<file path="config.mk">
export PLATFORM = sky130hd
export DESIGN_NAME = word_ring_bit_unpacker
export DESIGN_NICKNAME = d
export VERILOG_FILES = /design/src/rtl/core/wrbu_pkg.sv /design/src/rtl/core/wrbu_ram.sv /design/src/rtl/core/wrbu_stats.sv /design/src/rtl/core/word_ring_bit_unpacker.sv
export SDC_FILE = /design/constraint.sdc
export NUM_CORES = 2
export LEC_CHECK = 0
export ABC_AREA = 1
export BUFFER_PORTS_ARGS = -buffer_cell sky130_fd_sc_hd__buf_4
export CELL_PAD_IN_SITES_DETAIL_PLACEMENT = 1
export CELL_PAD_IN_SITES_GLOBAL_PLACEMENT = 1
export CORE_UTILIZATION = 40
export CTS_BUF_LIST = sky130_fd_sc_hd__clkbuf_4
export DETAILED_ROUTE_END_ITERATION = 10
export GPL_ROUTABILITY_DRIVEN = 0
export PLACE_DENSITY_LB_ADDON = 0.1
export SYNTH_ARGS = -nofsm -noshare
export SYNTH_HDL_FRONTEND = slang
export SYNTH_SLANG_ARGS = --single-unit
</file>
<file path="constraint.sdc">
create_clock -name clk -period 18 [get_ports clk]
set_input_delay 3.6 -clock clk [delete_from_list [all_inputs] [get_ports clk]]
set_output_delay 3.6 -clock clk [all_outputs]
set_load 0.05 [all_outputs]
</file>
<file path="src/rtl/core/wrbu_pkg.sv">
// Package for the word ring bit unpacker: sizes, mode and register codes,
// and the packed item types of the input, output and statistics paths.
// Depends on nothing; wrbu_stats and word_ring_bit_unpacker in rtl/core use it by scoped names.
package wrbu_pkg;

	// Built ring depth and the widths that follow from it.
	localparam int DEPTH  = 64;
	localparam int IDX_W  = $clog2(DEPTH);
	localparam int CNT_W  = $clog2(DEPTH + 1);

	// Fixed field widths.
	localparam int WORD_W  = 32;
	localparam int WIU_W   = 7;
	localparam int MODE_W  = 2;
	localparam int BITS_W  = $clog2(WORD_W + 1);
	localparam int ONES_W  = $clog2(WORD_W + 1);
	localparam int CFG_IDX_W = 2;

	// Register reset values.
	localparam logic [WIU_W-1:0]  WIU_RESET    = WIU_W'(64);
	localparam logic [WORD_W-1:0] PERIOD_RESET = WORD_W'(1000);

	// Operation codes.
	localparam logic [MODE_W-1:0] MODE_PUSH   = 2'd0;
	localparam logic [MODE_W-1:0] MODE_REFILL = 2'd1;
	localparam logic [MODE_W-1:0] MODE_BIT    = 2'd2;
	localparam logic [MODE_W-1:0] MODE_POP    = 2'd3;

	// Configuration register indexes.
	localparam logic [CFG_IDX_W-1:0] REG_WORDS_IN_USE = 2'd0;
	localparam logic [CFG_IDX_W-1:0] REG_SAMPLE_PERIOD = 2'd1;

	typedef struct packed {
		logic [MODE_W-1:0] mode;
		logic [WORD_W-1:0] word_in;
		logic [WORD_W-1:0] now_ms;
	} in_t;

	typedef struct packed {
		logic              bits_ready;
		logic              bit_value;
		logic [WORD_W-1:0] word_out;
		logic [WIU_W-1:0]  words_held;
		logic [WIU_W-1:0]  high_water;
		logic [WORD_W-1:0] overrun_count;
		logic [WORD_W-1:0] word_underrun_count;
		logic [WORD_W-1:0] bit_underrun_count;
		logic [WORD_W-1:0] sample_words;
		logic [WORD_W-1:0] sample_ones;
		logic [WORD_W-1:0] sample_interval_ms;
	} out_t;

	// Last completed statistics window.
	typedef struct packed {
		logic [WORD_W-1:0] words;
		logic [WORD_W-1:0] ones;
		logic [WORD_W-1:0] interval_ms;
	} sample_t;

endpackage

</file>
<file path="src/rtl/core/wrbu_ram.sv">
// Generic single-write, single-read synchronous RAM with registered read data.
// Stand-alone; no package dependency.
module wrbu_ram #(
	parameter int DEPTH = 64,
	parameter int WIDTH = 32
) (
	input  logic                     clk,
	input  logic                     we,
	input  logic [$clog2(DEPTH)-1:0] waddr,
	input  logic [WIDTH-1:0]         wdata,
	input  logic                     re,
	input  logic [$clog2(DEPTH)-1:0] raddr,
	output logic [WIDTH-1:0]         rdata
);

	logic [WIDTH-1:0] mem [DEPTH];

	// Write port.
	always_ff @(posedge clk) begin
		if (we) begin
			mem[waddr] <= wdata;
		end
	end

	// Read port, registered read data.
	always_ff @(posedge clk) begin
		if (re) begin
			rdata <= mem[raddr];
		end
	end

endmodule

</file>
<file path="src/rtl/core/wrbu_stats.sv">
// Statistics window for the word ring bit unpacker: counts words and one bits
// loaded into the shifter and latches a sample when the window expires.
// Depends on wrbu_pkg.
module wrbu_stats (
	input  logic                          clk,
	input  logic                          arst_n,
	input  logic                          load,
	input  logic [wrbu_pkg::WORD_W-1:0]   word,
	input  logic [wrbu_pkg::WORD_W-1:0]   now_ms,
	input  logic [wrbu_pkg::WORD_W-1:0]   period_ms,
	output wrbu_pkg::sample_t             sample
);

	// Count of one bits through a tree of five levels of pairwise sums.
	function automatic logic [wrbu_pkg::ONES_W-1:0] ones_in(
		input logic [wrbu_pkg::WORD_W-1:0] w
	);
		logic [wrbu_pkg::ONES_W-1:0] s [wrbu_pkg::WORD_W];
		for (int i = 0; i < wrbu_pkg::WORD_W; i++) begin
			s[i] = wrbu_pkg::ONES_W'(w[i]);
		end
		for (int l = 0; l < $clog2(wrbu_pkg::WORD_W); l++) begin
			for (int i = 0; i < (wrbu_pkg::WORD_W >> (l + 1)); i++) begin
				s[i] = s[2*i] + s[2*i+1];
			end
		end
		return s[0];
	endfunction

	logic                          pend_s1;
	logic [wrbu_pkg::ONES_W-1:0]   ones_s1;
	logic [wrbu_pkg::WORD_W-1:0]   now_s1;
	logic [wrbu_pkg::WORD_W-1:0]   words_q;
	logic [wrbu_pkg::WORD_W-1:0]   ones_q;
	logic [wrbu_pkg::WORD_W-1:0]   start_q;
	wrbu_pkg::sample_t             sample_q;
	logic [wrbu_pkg::WORD_W-1:0]   ones_sum;
	logic [wrbu_pkg::WORD_W-1:0]   elapsed;

	assign ones_sum = ones_q + wrbu_pkg::WORD_W'(ones_s1);
	assign elapsed  = now_s1 - start_q;
	assign sample   = sample_q;

	// First stage registers the bit count of the loaded word.
	always_ff @(posedge clk) begin
		if (load) begin
			ones_s1 <= ones_in(word);
			now_s1  <= now_ms;
		end
	end

	// Word count moves on load; the one count and the window check follow in the cycle after it.
	always_ff @(posedge clk or negedge arst_n) begin
		if (!arst_n) begin
			pend_s1  <= 1'b0;
			words_q  <= '0;
			ones_q   <= '0;
			start_q  <= '0;
			sample_q <= '0;
		end else begin
			pend_s1 <= load;
			if (load) begin
				words_q <= words_q + 1'b1;
			end
			if (pend_s1) begin
				if (elapsed > period_ms) begin
					sample_q.words       <= words_q;
					sample_q.ones        <= ones_sum;
					sample_q.interval_ms <= elapsed;
					start_q              <= now_s1;
					words_q              <= '0;
					ones_q               <= '0;
				end else begin
					ones_q <= ones_sum;
				end
			end
		end
	end

endmodule

</file>
<file path="src/rtl/core/word_ring_bit_unpacker.sv">
// Channel   Direction  Signals                                  Payload
// in        input      in_valid / in_ready                      in_data (wrbu_pkg::in_t)
// out       output     out_valid / out_ready                    out_data (wrbu_pkg::out_t)
// cfg       input      cfg_valid / cfg_ready                    cfg_index, cfg_data
//
// One transaction is in flight at a time. A push, take bit, take word or non-loading refill
// passes through the data state and the emit state; a refill that loads the shifter also
// passes through the statistics state. in_ready rises together with out_valid when the emit
// state loads the output register. The states come from the registered read of the word RAM,
// the statistics stage of a loading refill and the output register.
// Reset is asynchronous and clears all counters and indices; the RAM is not cleared.
// A stalled out channel holds one finished result; one more transaction then runs up to the
// output stage and waits there. cfg is always ready.
// Depends on wrbu_pkg, wrbu_ram and wrbu_stats.
module word_ring_bit_unpacker (
	input  logic                               clk,
	input  logic                               arst_n,
	input  logic                               in_valid,
	output logic                               in_ready,
	input  wrbu_pkg::in_t                      in_data,
	output logic                               out_valid,
	input  logic                               out_ready,
	output wrbu_pkg::out_t                     out_data,
	input  logic                               cfg_valid,
	output logic                               cfg_ready,
	input  logic [wrbu_pkg::CFG_IDX_W-1:0]     cfg_index,
	input  logic [wrbu_pkg::WORD_W-1:0]        cfg_data
);

	localparam logic [1:0] ST_IDLE = 2'd0;
	localparam logic [1:0] ST_DATA = 2'd1;
	localparam logic [1:0] ST_STAT = 2'd2;
	localparam logic [1:0] ST_EMIT = 2'd3;

	// Ring index advance, wrapping at the active capacity.
	function automatic logic [wrbu_pkg::IDX_W-1:0] advance(
		input logic [wrbu_pkg::IDX_W-1:0] idx,
		input logic [wrbu_pkg::CNT_W-1:0] cap
	);
		logic [wrbu_pkg::CNT_W-1:0] nxt;
		nxt = wrbu_pkg::CNT_W'(idx) + 1'b1;
		return (nxt >= cap) ? '0 : wrbu_pkg::IDX_W'(nxt);
	endfunction

	logic [1:0]                      state_q;
	logic [wrbu_pkg::WIU_W-1:0]      wiu_q;
	logic [wrbu_pkg::WORD_W-1:0]     period_q;
	logic [wrbu_pkg::IDX_W-1:0]      head_q;
	logic [wrbu_pkg::IDX_W-1:0]      tail_q;
	logic [wrbu_pkg::CNT_W-1:0]      occ_q;
	logic [wrbu_pkg::CNT_W-1:0]      peak_q;
	logic [wrbu_pkg::WORD_W-1:0]     overruns_q;
	logic [wrbu_pkg::WORD_W-1:0]     word_under_q;
	logic [wrbu_pkg::WORD_W-1:0]     bit_under_q;
	logic [wrbu_pkg::WORD_W-1:0]     shift_q;
	logic [wrbu_pkg::BITS_W-1:0]     bits_left_q;
	logic [wrbu_pkg::MODE_W-1:0]     mode_s1;
	logic [wrbu_pkg::WORD_W-1:0]     now_s1;
	logic                            bit_s1;
	logic                            go_s1;
	logic [wrbu_pkg::WORD_W-1:0]     word_s2;
	logic                            out_valid_q;
	wrbu_pkg::out_t                  out_q;
	logic [wrbu_pkg::CNT_W-1:0]      cap;
	logic [wrbu_pkg::CNT_W-1:0]      occ_inc;
	logic                            accept;
	logic                            refill_go;
	logic                            ram_we;
	logic                            ram_re;
	logic [wrbu_pkg::WORD_W-1:0]     ram_rdata;
	logic                            stat_load;
	logic                            emit;
	wrbu_pkg::sample_t               sample;

	assign in_ready  = (state_q == ST_IDLE);
	assign accept    = in_valid && in_ready;
	assign cfg_ready = 1'b1;
	assign out_valid = out_valid_q;
	assign out_data  = out_q;
	assign occ_inc   = occ_q + 1'b1;

	// Active capacity: zero acts as one, anything past the built depth as the depth.
	always_comb begin
		if (wiu_q == '0) begin
			cap = wrbu_pkg::CNT_W'(1);
		end else if (32'(wiu_q) > 32'(wrbu_pkg::DEPTH)) begin
			cap = wrbu_pkg::CNT_W'(wrbu_pkg::DEPTH);
		end else begin
			cap = wrbu_pkg::CNT_W'(wiu_q);
		end
	end

	// RAM access is issued in the acceptance cycle.
	assign refill_go = (bits_left_q == '0) && (occ_q != '0);
	assign ram_we    = accept && (in_data.mode == wrbu_pkg::MODE_PUSH);
	assign ram_re    = accept && ((in_data.mode == wrbu_pkg::MODE_POP) ||
		((in_data.mode == wrbu_pkg::MODE_REFILL) && refill_go));
	assign stat_load = (state_q == ST_DATA) && (mode_s1 == wrbu_pkg::MODE_REFILL) && go_s1;
	assign emit      = (state_q == ST_EMIT) && (!out_valid_q || out_ready);

	wrbu_ram #(
		.DEPTH(wrbu_pkg::DEPTH),
		.WIDTH(wrbu_pkg::WORD_W)
	) u_ram (
		.clk  (clk),
		.we   (ram_we),
		.waddr(head_q),
		.wdata(in_data.word_in),
		.re   (ram_re),
		.raddr(tail_q),
		.rdata(ram_rdata)
	);

	wrbu_stats u_stats (
		.clk      (clk),
		.arst_n   (arst_n),
		.load     (stat_load),
		.word     (ram_rdata),
		.now_ms   (now_s1),
		.period_ms(period_q),
		.sample   (sample)
	);

	// Sequencer for the one transaction in flight.
	always_ff @(posedge clk or negedge arst_n) begin
		if (!arst_n) begin
			state_q <= ST_IDLE;
		end else begin
			unique case (state_q)
				ST_IDLE: begin
					if (accept) begin
						state_q <= ST_DATA;
					end
				end
				ST_DATA: begin
					state_q <= stat_load ? ST_STAT : ST_EMIT;
				end
				ST_STAT: begin
					state_q <= ST_EMIT;
				end
				ST_EMIT: begin
					if (emit) begin
						state_q <= ST_IDLE;
					end
				end
				default: begin
					state_q <= ST_IDLE;
				end
			endcase
		end
	end

	// Configuration registers.
	always_ff @(posedge clk or negedge arst_n) begin
		if (!arst_n) begin
			wiu_q    <= wrbu_pkg::WIU_RESET;
			period_q <= wrbu_pkg::PERIOD_RESET;
		end else if (cfg_valid) begin
			unique case (cfg_index)
				wrbu_pkg::REG_WORDS_IN_USE:  wiu_q    <= cfg_data[wrbu_pkg::WIU_W-1:0];
				wrbu_pkg::REG_SAMPLE_PERIOD: period_q <= cfg_data;
				default: ;
			endcase
		end
	end

	// Ring indices, occupancy, counters and the bit shifter.
	always_ff @(posedge clk or negedge arst_n) begin
		if (!arst_n) begin
			head_q       <= '0;
			tail_q       <= '0;
			occ_q        <= '0;
			peak_q       <= '0;
			overruns_q   <= '0;
			word_under_q <= '0;
			bit_under_q  <= '0;
			shift_q      <= '0;
			bits_left_q  <= '0;
			go_s1        <= 1'b0;
		end else begin
			if (accept) begin
				go_s1 <= 1'b0;
				case (in_data.mode)
					wrbu_pkg::MODE_PUSH: begin
						head_q <= advance(head_q, cap);
						if (occ_q >= cap) begin
							overruns_q <= overruns_q + 1'b1;
							occ_q      <= cap;
							tail_q     <= advance(tail_q, cap);
						end else begin
							occ_q <= occ_inc;
							if (occ_inc > peak_q) begin
								peak_q <= occ_inc;
							end
						end
					end
					wrbu_pkg::MODE_REFILL: begin
						if (refill_go) begin
							go_s1  <= 1'b1;
							tail_q <= advance(tail_q, cap);
							occ_q  <= occ_q - 1'b1;
						end
					end
					wrbu_pkg::MODE_BIT: begin
						shift_q <= {shift_q[wrbu_pkg::WORD_W-2:0], 1'b0};
						if (bits_left_q != '0) begin
							bits_left_q <= bits_left_q - 1'b1;
						end else begin
							bit_under_q <= bit_under_q + 1'b1;
						end
					end
					default: begin
						tail_q <= advance(tail_q, cap);
						if (occ_q != '0) begin
							occ_q <= occ_q - 1'b1;
							go_s1 <= 1'b1;
						end else begin
							word_under_q <= word_under_q + 1'b1;
						end
					end
				endcase
			end
			// Refill loads the shifter once the RAM data arrives.
			if (stat_load) begin
				shift_q     <= ram_rdata;
				bits_left_q <= wrbu_pkg::BITS_W'(wrbu_pkg::WORD_W);
			end
		end
	end

	// Per-transaction payload carried to the output stage.
	always_ff @(posedge clk) begin
		if (accept) begin
			mode_s1 <= in_data.mode;
			now_s1  <= in_data.now_ms;
			bit_s1  <= (in_data.mode == wrbu_pkg::MODE_BIT) && shift_q[wrbu_pkg::WORD_W-1];
		end
		if (state_q == ST_DATA) begin
			word_s2 <= ((mode_s1 == wrbu_pkg::MODE_POP) && go_s1) ? ram_rdata : '0;
		end
	end

	// Output register.
	always_ff @(posedge clk or negedge arst_n) begin
		if (!arst_n) begin
			out_valid_q <= 1'b0;
		end else if (emit) begin
			out_valid_q <= 1'b1;
		end else if (out_ready) begin
			out_valid_q <= 1'b0;
		end
	end

	always_ff @(posedge clk) begin
		if (emit) begin
			out_q.bits_ready          <= (bits_left_q != '0);
			out_q.bit_value           <= bit_s1;
			out_q.word_out            <= word_s2;
			out_q.words_held          <= wrbu_pkg::WIU_W'(occ_q);
			out_q.high_water          <= wrbu_pkg::WIU_W'(peak_q);
			out_q.overrun_count       <= overruns_q;
			out_q.word_underrun_count <= word_under_q;
			out_q.bit_underrun_count  <= bit_under_q;
			out_q.sample_words        <= sample.words;
			out_q.sample_ones         <= sample.ones;
			out_q.sample_interval_ms  <= sample.interval_ms;
		end
	end

endmodule

</file>
==> results.md <==
- Status: finished, final reports clean
- Number of synthesized flops with an enable pin: 2,425
- Biggest area consumer among synthesized cells: edfxtp_1
- Largest net degree at the start of global routing: 153
- Synthesized Nets: between 10k and 15k
- R2r setup slk: 12,250 ps
- Sink Count: 2,821
- Final Instance Area: 0.134 mm2
- FP Rows: slightly below 200
- # DRC: 0
- Fin. max-slew vios: 0
- DRT Pass-1 Iters: 5
- Largest family of logic cells by synthesized area: simple AND/OR/NAND/NOR gates
- Share of cells above drive strength 1: between 15 and 20%
- Via/cell ratio: 5.33
- Worst r2r path cells: 23
- Min-delay src: word_s2[7]
- Crit path cell chain: inv_1, ha_1, buf_4
- Synth Flop Type: edfxtp_1
- Worst-path clk slew: 70 ps
- Initial antenna violation count: 26
- Crit share post-route: about a third
- Finished Layout Cells: 15.2k
- Reg2reg start: u_stats.now_s1[0]
- Final Hold Viols: 0
- PostCTS Resize Cnt: 0
- HPWL after DPL: 243,000 um
- Post-route core utilization: ~46%
- NumNets Final: between 10k and 15k
- Simple-gate portion of the synthesized area: 13.7%
- # Max-Cap Violations: 0
- H-Tree Depth: 6
- Crit path DAT: 2500 ps
- Hold slack: approximately 390 ps
- Lkg Pwr: approximately 50 nW
- Startpoint Class: register
- Post-Syn Area: 0.117 mm2
- Hold Crit Depth: 0
- DIE HEIGHT: 544 um
- Post-Synthesis Cells: 9,942
- Clk_lat worst skew: 1630 ps
- Placed Area: about 0.12 mm2
- Bufs on Longest Clock Path: 4
- Crit Path Category: register to output port
- Hold path endpoint: out_data[213]
- Headroom to the max-slew limit: a little under a fifth
- Dpl cells: 13.8k
- Initial core utilization: 40.3%
- Setup-failing EPs final: 0
- Area share of the largest cell type after synthesis: roughly three fifths
- Vias in the first global route: roughly 83k
- Total gr overflow: 0
- Worst Tran Pin Value: 1210 ps
- Worst-path fanout max: 4
- Fmax: 0.164 GHz
- Worst vdd ir: 0.000136 V
- Area grow syn2layout: 14.1%
- XOR/XNOR Fraction of Synth Area: ~1.2%
- Initial drt markers: ~6.4k
- First-pass GRT wire length: 560,000 um
- Count leader, synth: edfxtp_1
- IO buf count: 346
- RSZ-0062 raised after global routing: false
- Worst hold path class: register to register
- Crit-path max cell delay: 410 ps
- Commonest cells post-synth: edfxtp_1 (2,425), nand2_1 (2,259), nor2_1 (1,139)
- Crit-path slowest cell: dfrtp_1
- Setup tns final: 0 ps
- Seq cells post-synth: 2,821
- CTS tree: yes
- Fin crit period: 6100 ps
- YS warnings: 0
- Total CTS buffers: 761
- Die ar.: 0.296 mm2
- CTS Root Cell: clkbuf_4
- Power density over the cells: roughly 150 mW/mm2
- Req. time, crit path: 14,400 ps
- R2r endpoint: u_stats.words_q[28]
- Synth top area cells: edfxtp_1 (62%), dfrtp_1 (8.3%), nand2_1 (7.2%)
- Sequential share of the synthesized area: 70.4%
- Width of the die: 544 um
- Total number of vias: 80.9k
- Post-synthesis cell type count: 60
- Setup crit end kind: output port
- Ys async rst share: 14.0%
- Mux cell area share after synthesis: 1.85%
- Worst Clk Skew: 173 ps
- Post-CTS Hold Buffers: 0
- Wirelength per Cell: 25.6 um
- Synth Area in Adders: 1.90%
- CORE AREA: between 0.2 and 0.3 mm2
- Final WL: 388,000 um
- Post-CTS Setup Inserts: 0
- Gr usage total: around a quarter
- Top Ports: about 350
- Post-DRT Antenna Nets: 0
- Compound-Gate Fraction of Synth Area: 7.29%
- Post-Syn Area per Cell: 11.8 um2
==> sequential cells by signal, indices dropped and copies added (netlist names), 6 cells and up <==
| name | cells |
|---|---|
| now_s1 | 32 |
| wiu_q | 7 |
| word_s2 | 32 |
| u_ram.rdata | 32 |
| overruns_q | 32 |
| u_stats.words_q | 32 |
| u_stats.ones_s1 | 6 |
| word_under_q | 32 |
| out_data | 240 |
| u_stats.sample | 96 |
| u_stats.start_q | 32 |
| bit_under_q | 32 |
| u_ram.mem | 2048 |
| peak_q | 7 |
| u_stats.now_s1 | 32 |
| occ_q | 7 |
| shift_q | 32 |
| u_stats.ones_q | 32 |
| period_q | 32 |
| tail_q | 6 |
| head_q | 6 |
| bits_left_q | 6 |
==> cells in the final DEF, fill, tap and decap left out, types with 217 or more instances in the layout <==
| cell type | Yosys | routed |
|---|---|---|
| buf_4 | 60 | 450 |
| o21ai_0 | 791 | 791 |
| dfrtp_1 | 389 | 383 |
| o22ai_1 | 274 | 274 |
| clkbuf_4 | 0 | 1165 |
| mux2i_1 | 217 | 217 |
| nor2_1 | 1139 | 1076 |
| nand3_1 | 289 | 285 |
| a21oi_1 | 407 | 405 |
| edfxtp_1 | 2425 | 2425 |
| nand2_1 | 2259 | 2251 |
| inv_1 | 489 | 487 |
==> power breakdown <==
part           switching [W]  internal, W
clock                0.00280      0.00305
sequential          0.000310      0.00767
combinational        0.00522      0.00169
==> per-layer routing <==
| metal | track usage, % | up-vias | share of wire, % |
|---|---|---|---|
| li1 | - | 36700 | - |
| met1 | 35.8 | 41200 | 44 |
| met2 | 41.8 | 2466 | 47 |
| met3 | 3.71 | 551 | 5.6 |
| met4 | 8.32 | 16 | 2.9 |
| met5 | 0 | - | 0.028 |
==> worst max path at each step <==
stage / startpoint / endpoint / cells past startpoint
2_1_floorplan: out_ready / out_data[0] / 2
3_3_place_gp: in_data[65] / u_ram.mem[41][28] / 6
3_5_place_dp: in_data[65] / u_ram.mem[40][28] / 6
4_1_cts: state_q[0] / in_ready / 3
5_1_grt: state_q[0] / in_ready / 3
6_report: state_q[0] / in_ready / 3
==> metrics by stage <==
| stage | setup slack, ps | total power (W) |
|---|---|---|
| 6_report | 11900 | 0.0207 |
| 4_1_cts | 11670 | 0.0209 |
| 3_5_place_dp | 10440 | 0.0150 |
| 5_1_grt | 11680 | 0.0218 |
| 3_3_place_gp | 10500 | 0.0149 |
| 2_1_floorplan | 2000 | 0.0123 |
==> area by class of cell <==
| type | count | area (um2) |
|---|---|---|
| well taps | 3900 | 4880 |
| clock inverters | 198 | 1210 |
| inverters | 501 | 1920 |
| repair buffers | 457 | 3510 |
| diodes | 18 | 45.0 |
| flip-flops and latches | 2821 | 82800 |
| clock buffers | 1165 | 8750 |
| multi-input cells | 6124 | 31000 |
| fillers | 31100 | 158000 |
==> critical path, delay by kind of cell, from the launching register on <==
kind / cells / cell delay (ps)
DFF: 1 / 410
buffers and inverters: 2 / 330
adders and majority gates: 1 / 240
==> kinds of logic (layout without fill, tap and decap cells) <==
kind of cell,count (synthesis),in the layout
flops,2821,2821
buf+inv,997,2321
mux,217,217
xor+xnor,161,161
compound gates,1610,1610
other cells,1,19
simple gates,3973,3973
fa+ha+maj,162,162
Power figures use the tool's default switching activity.
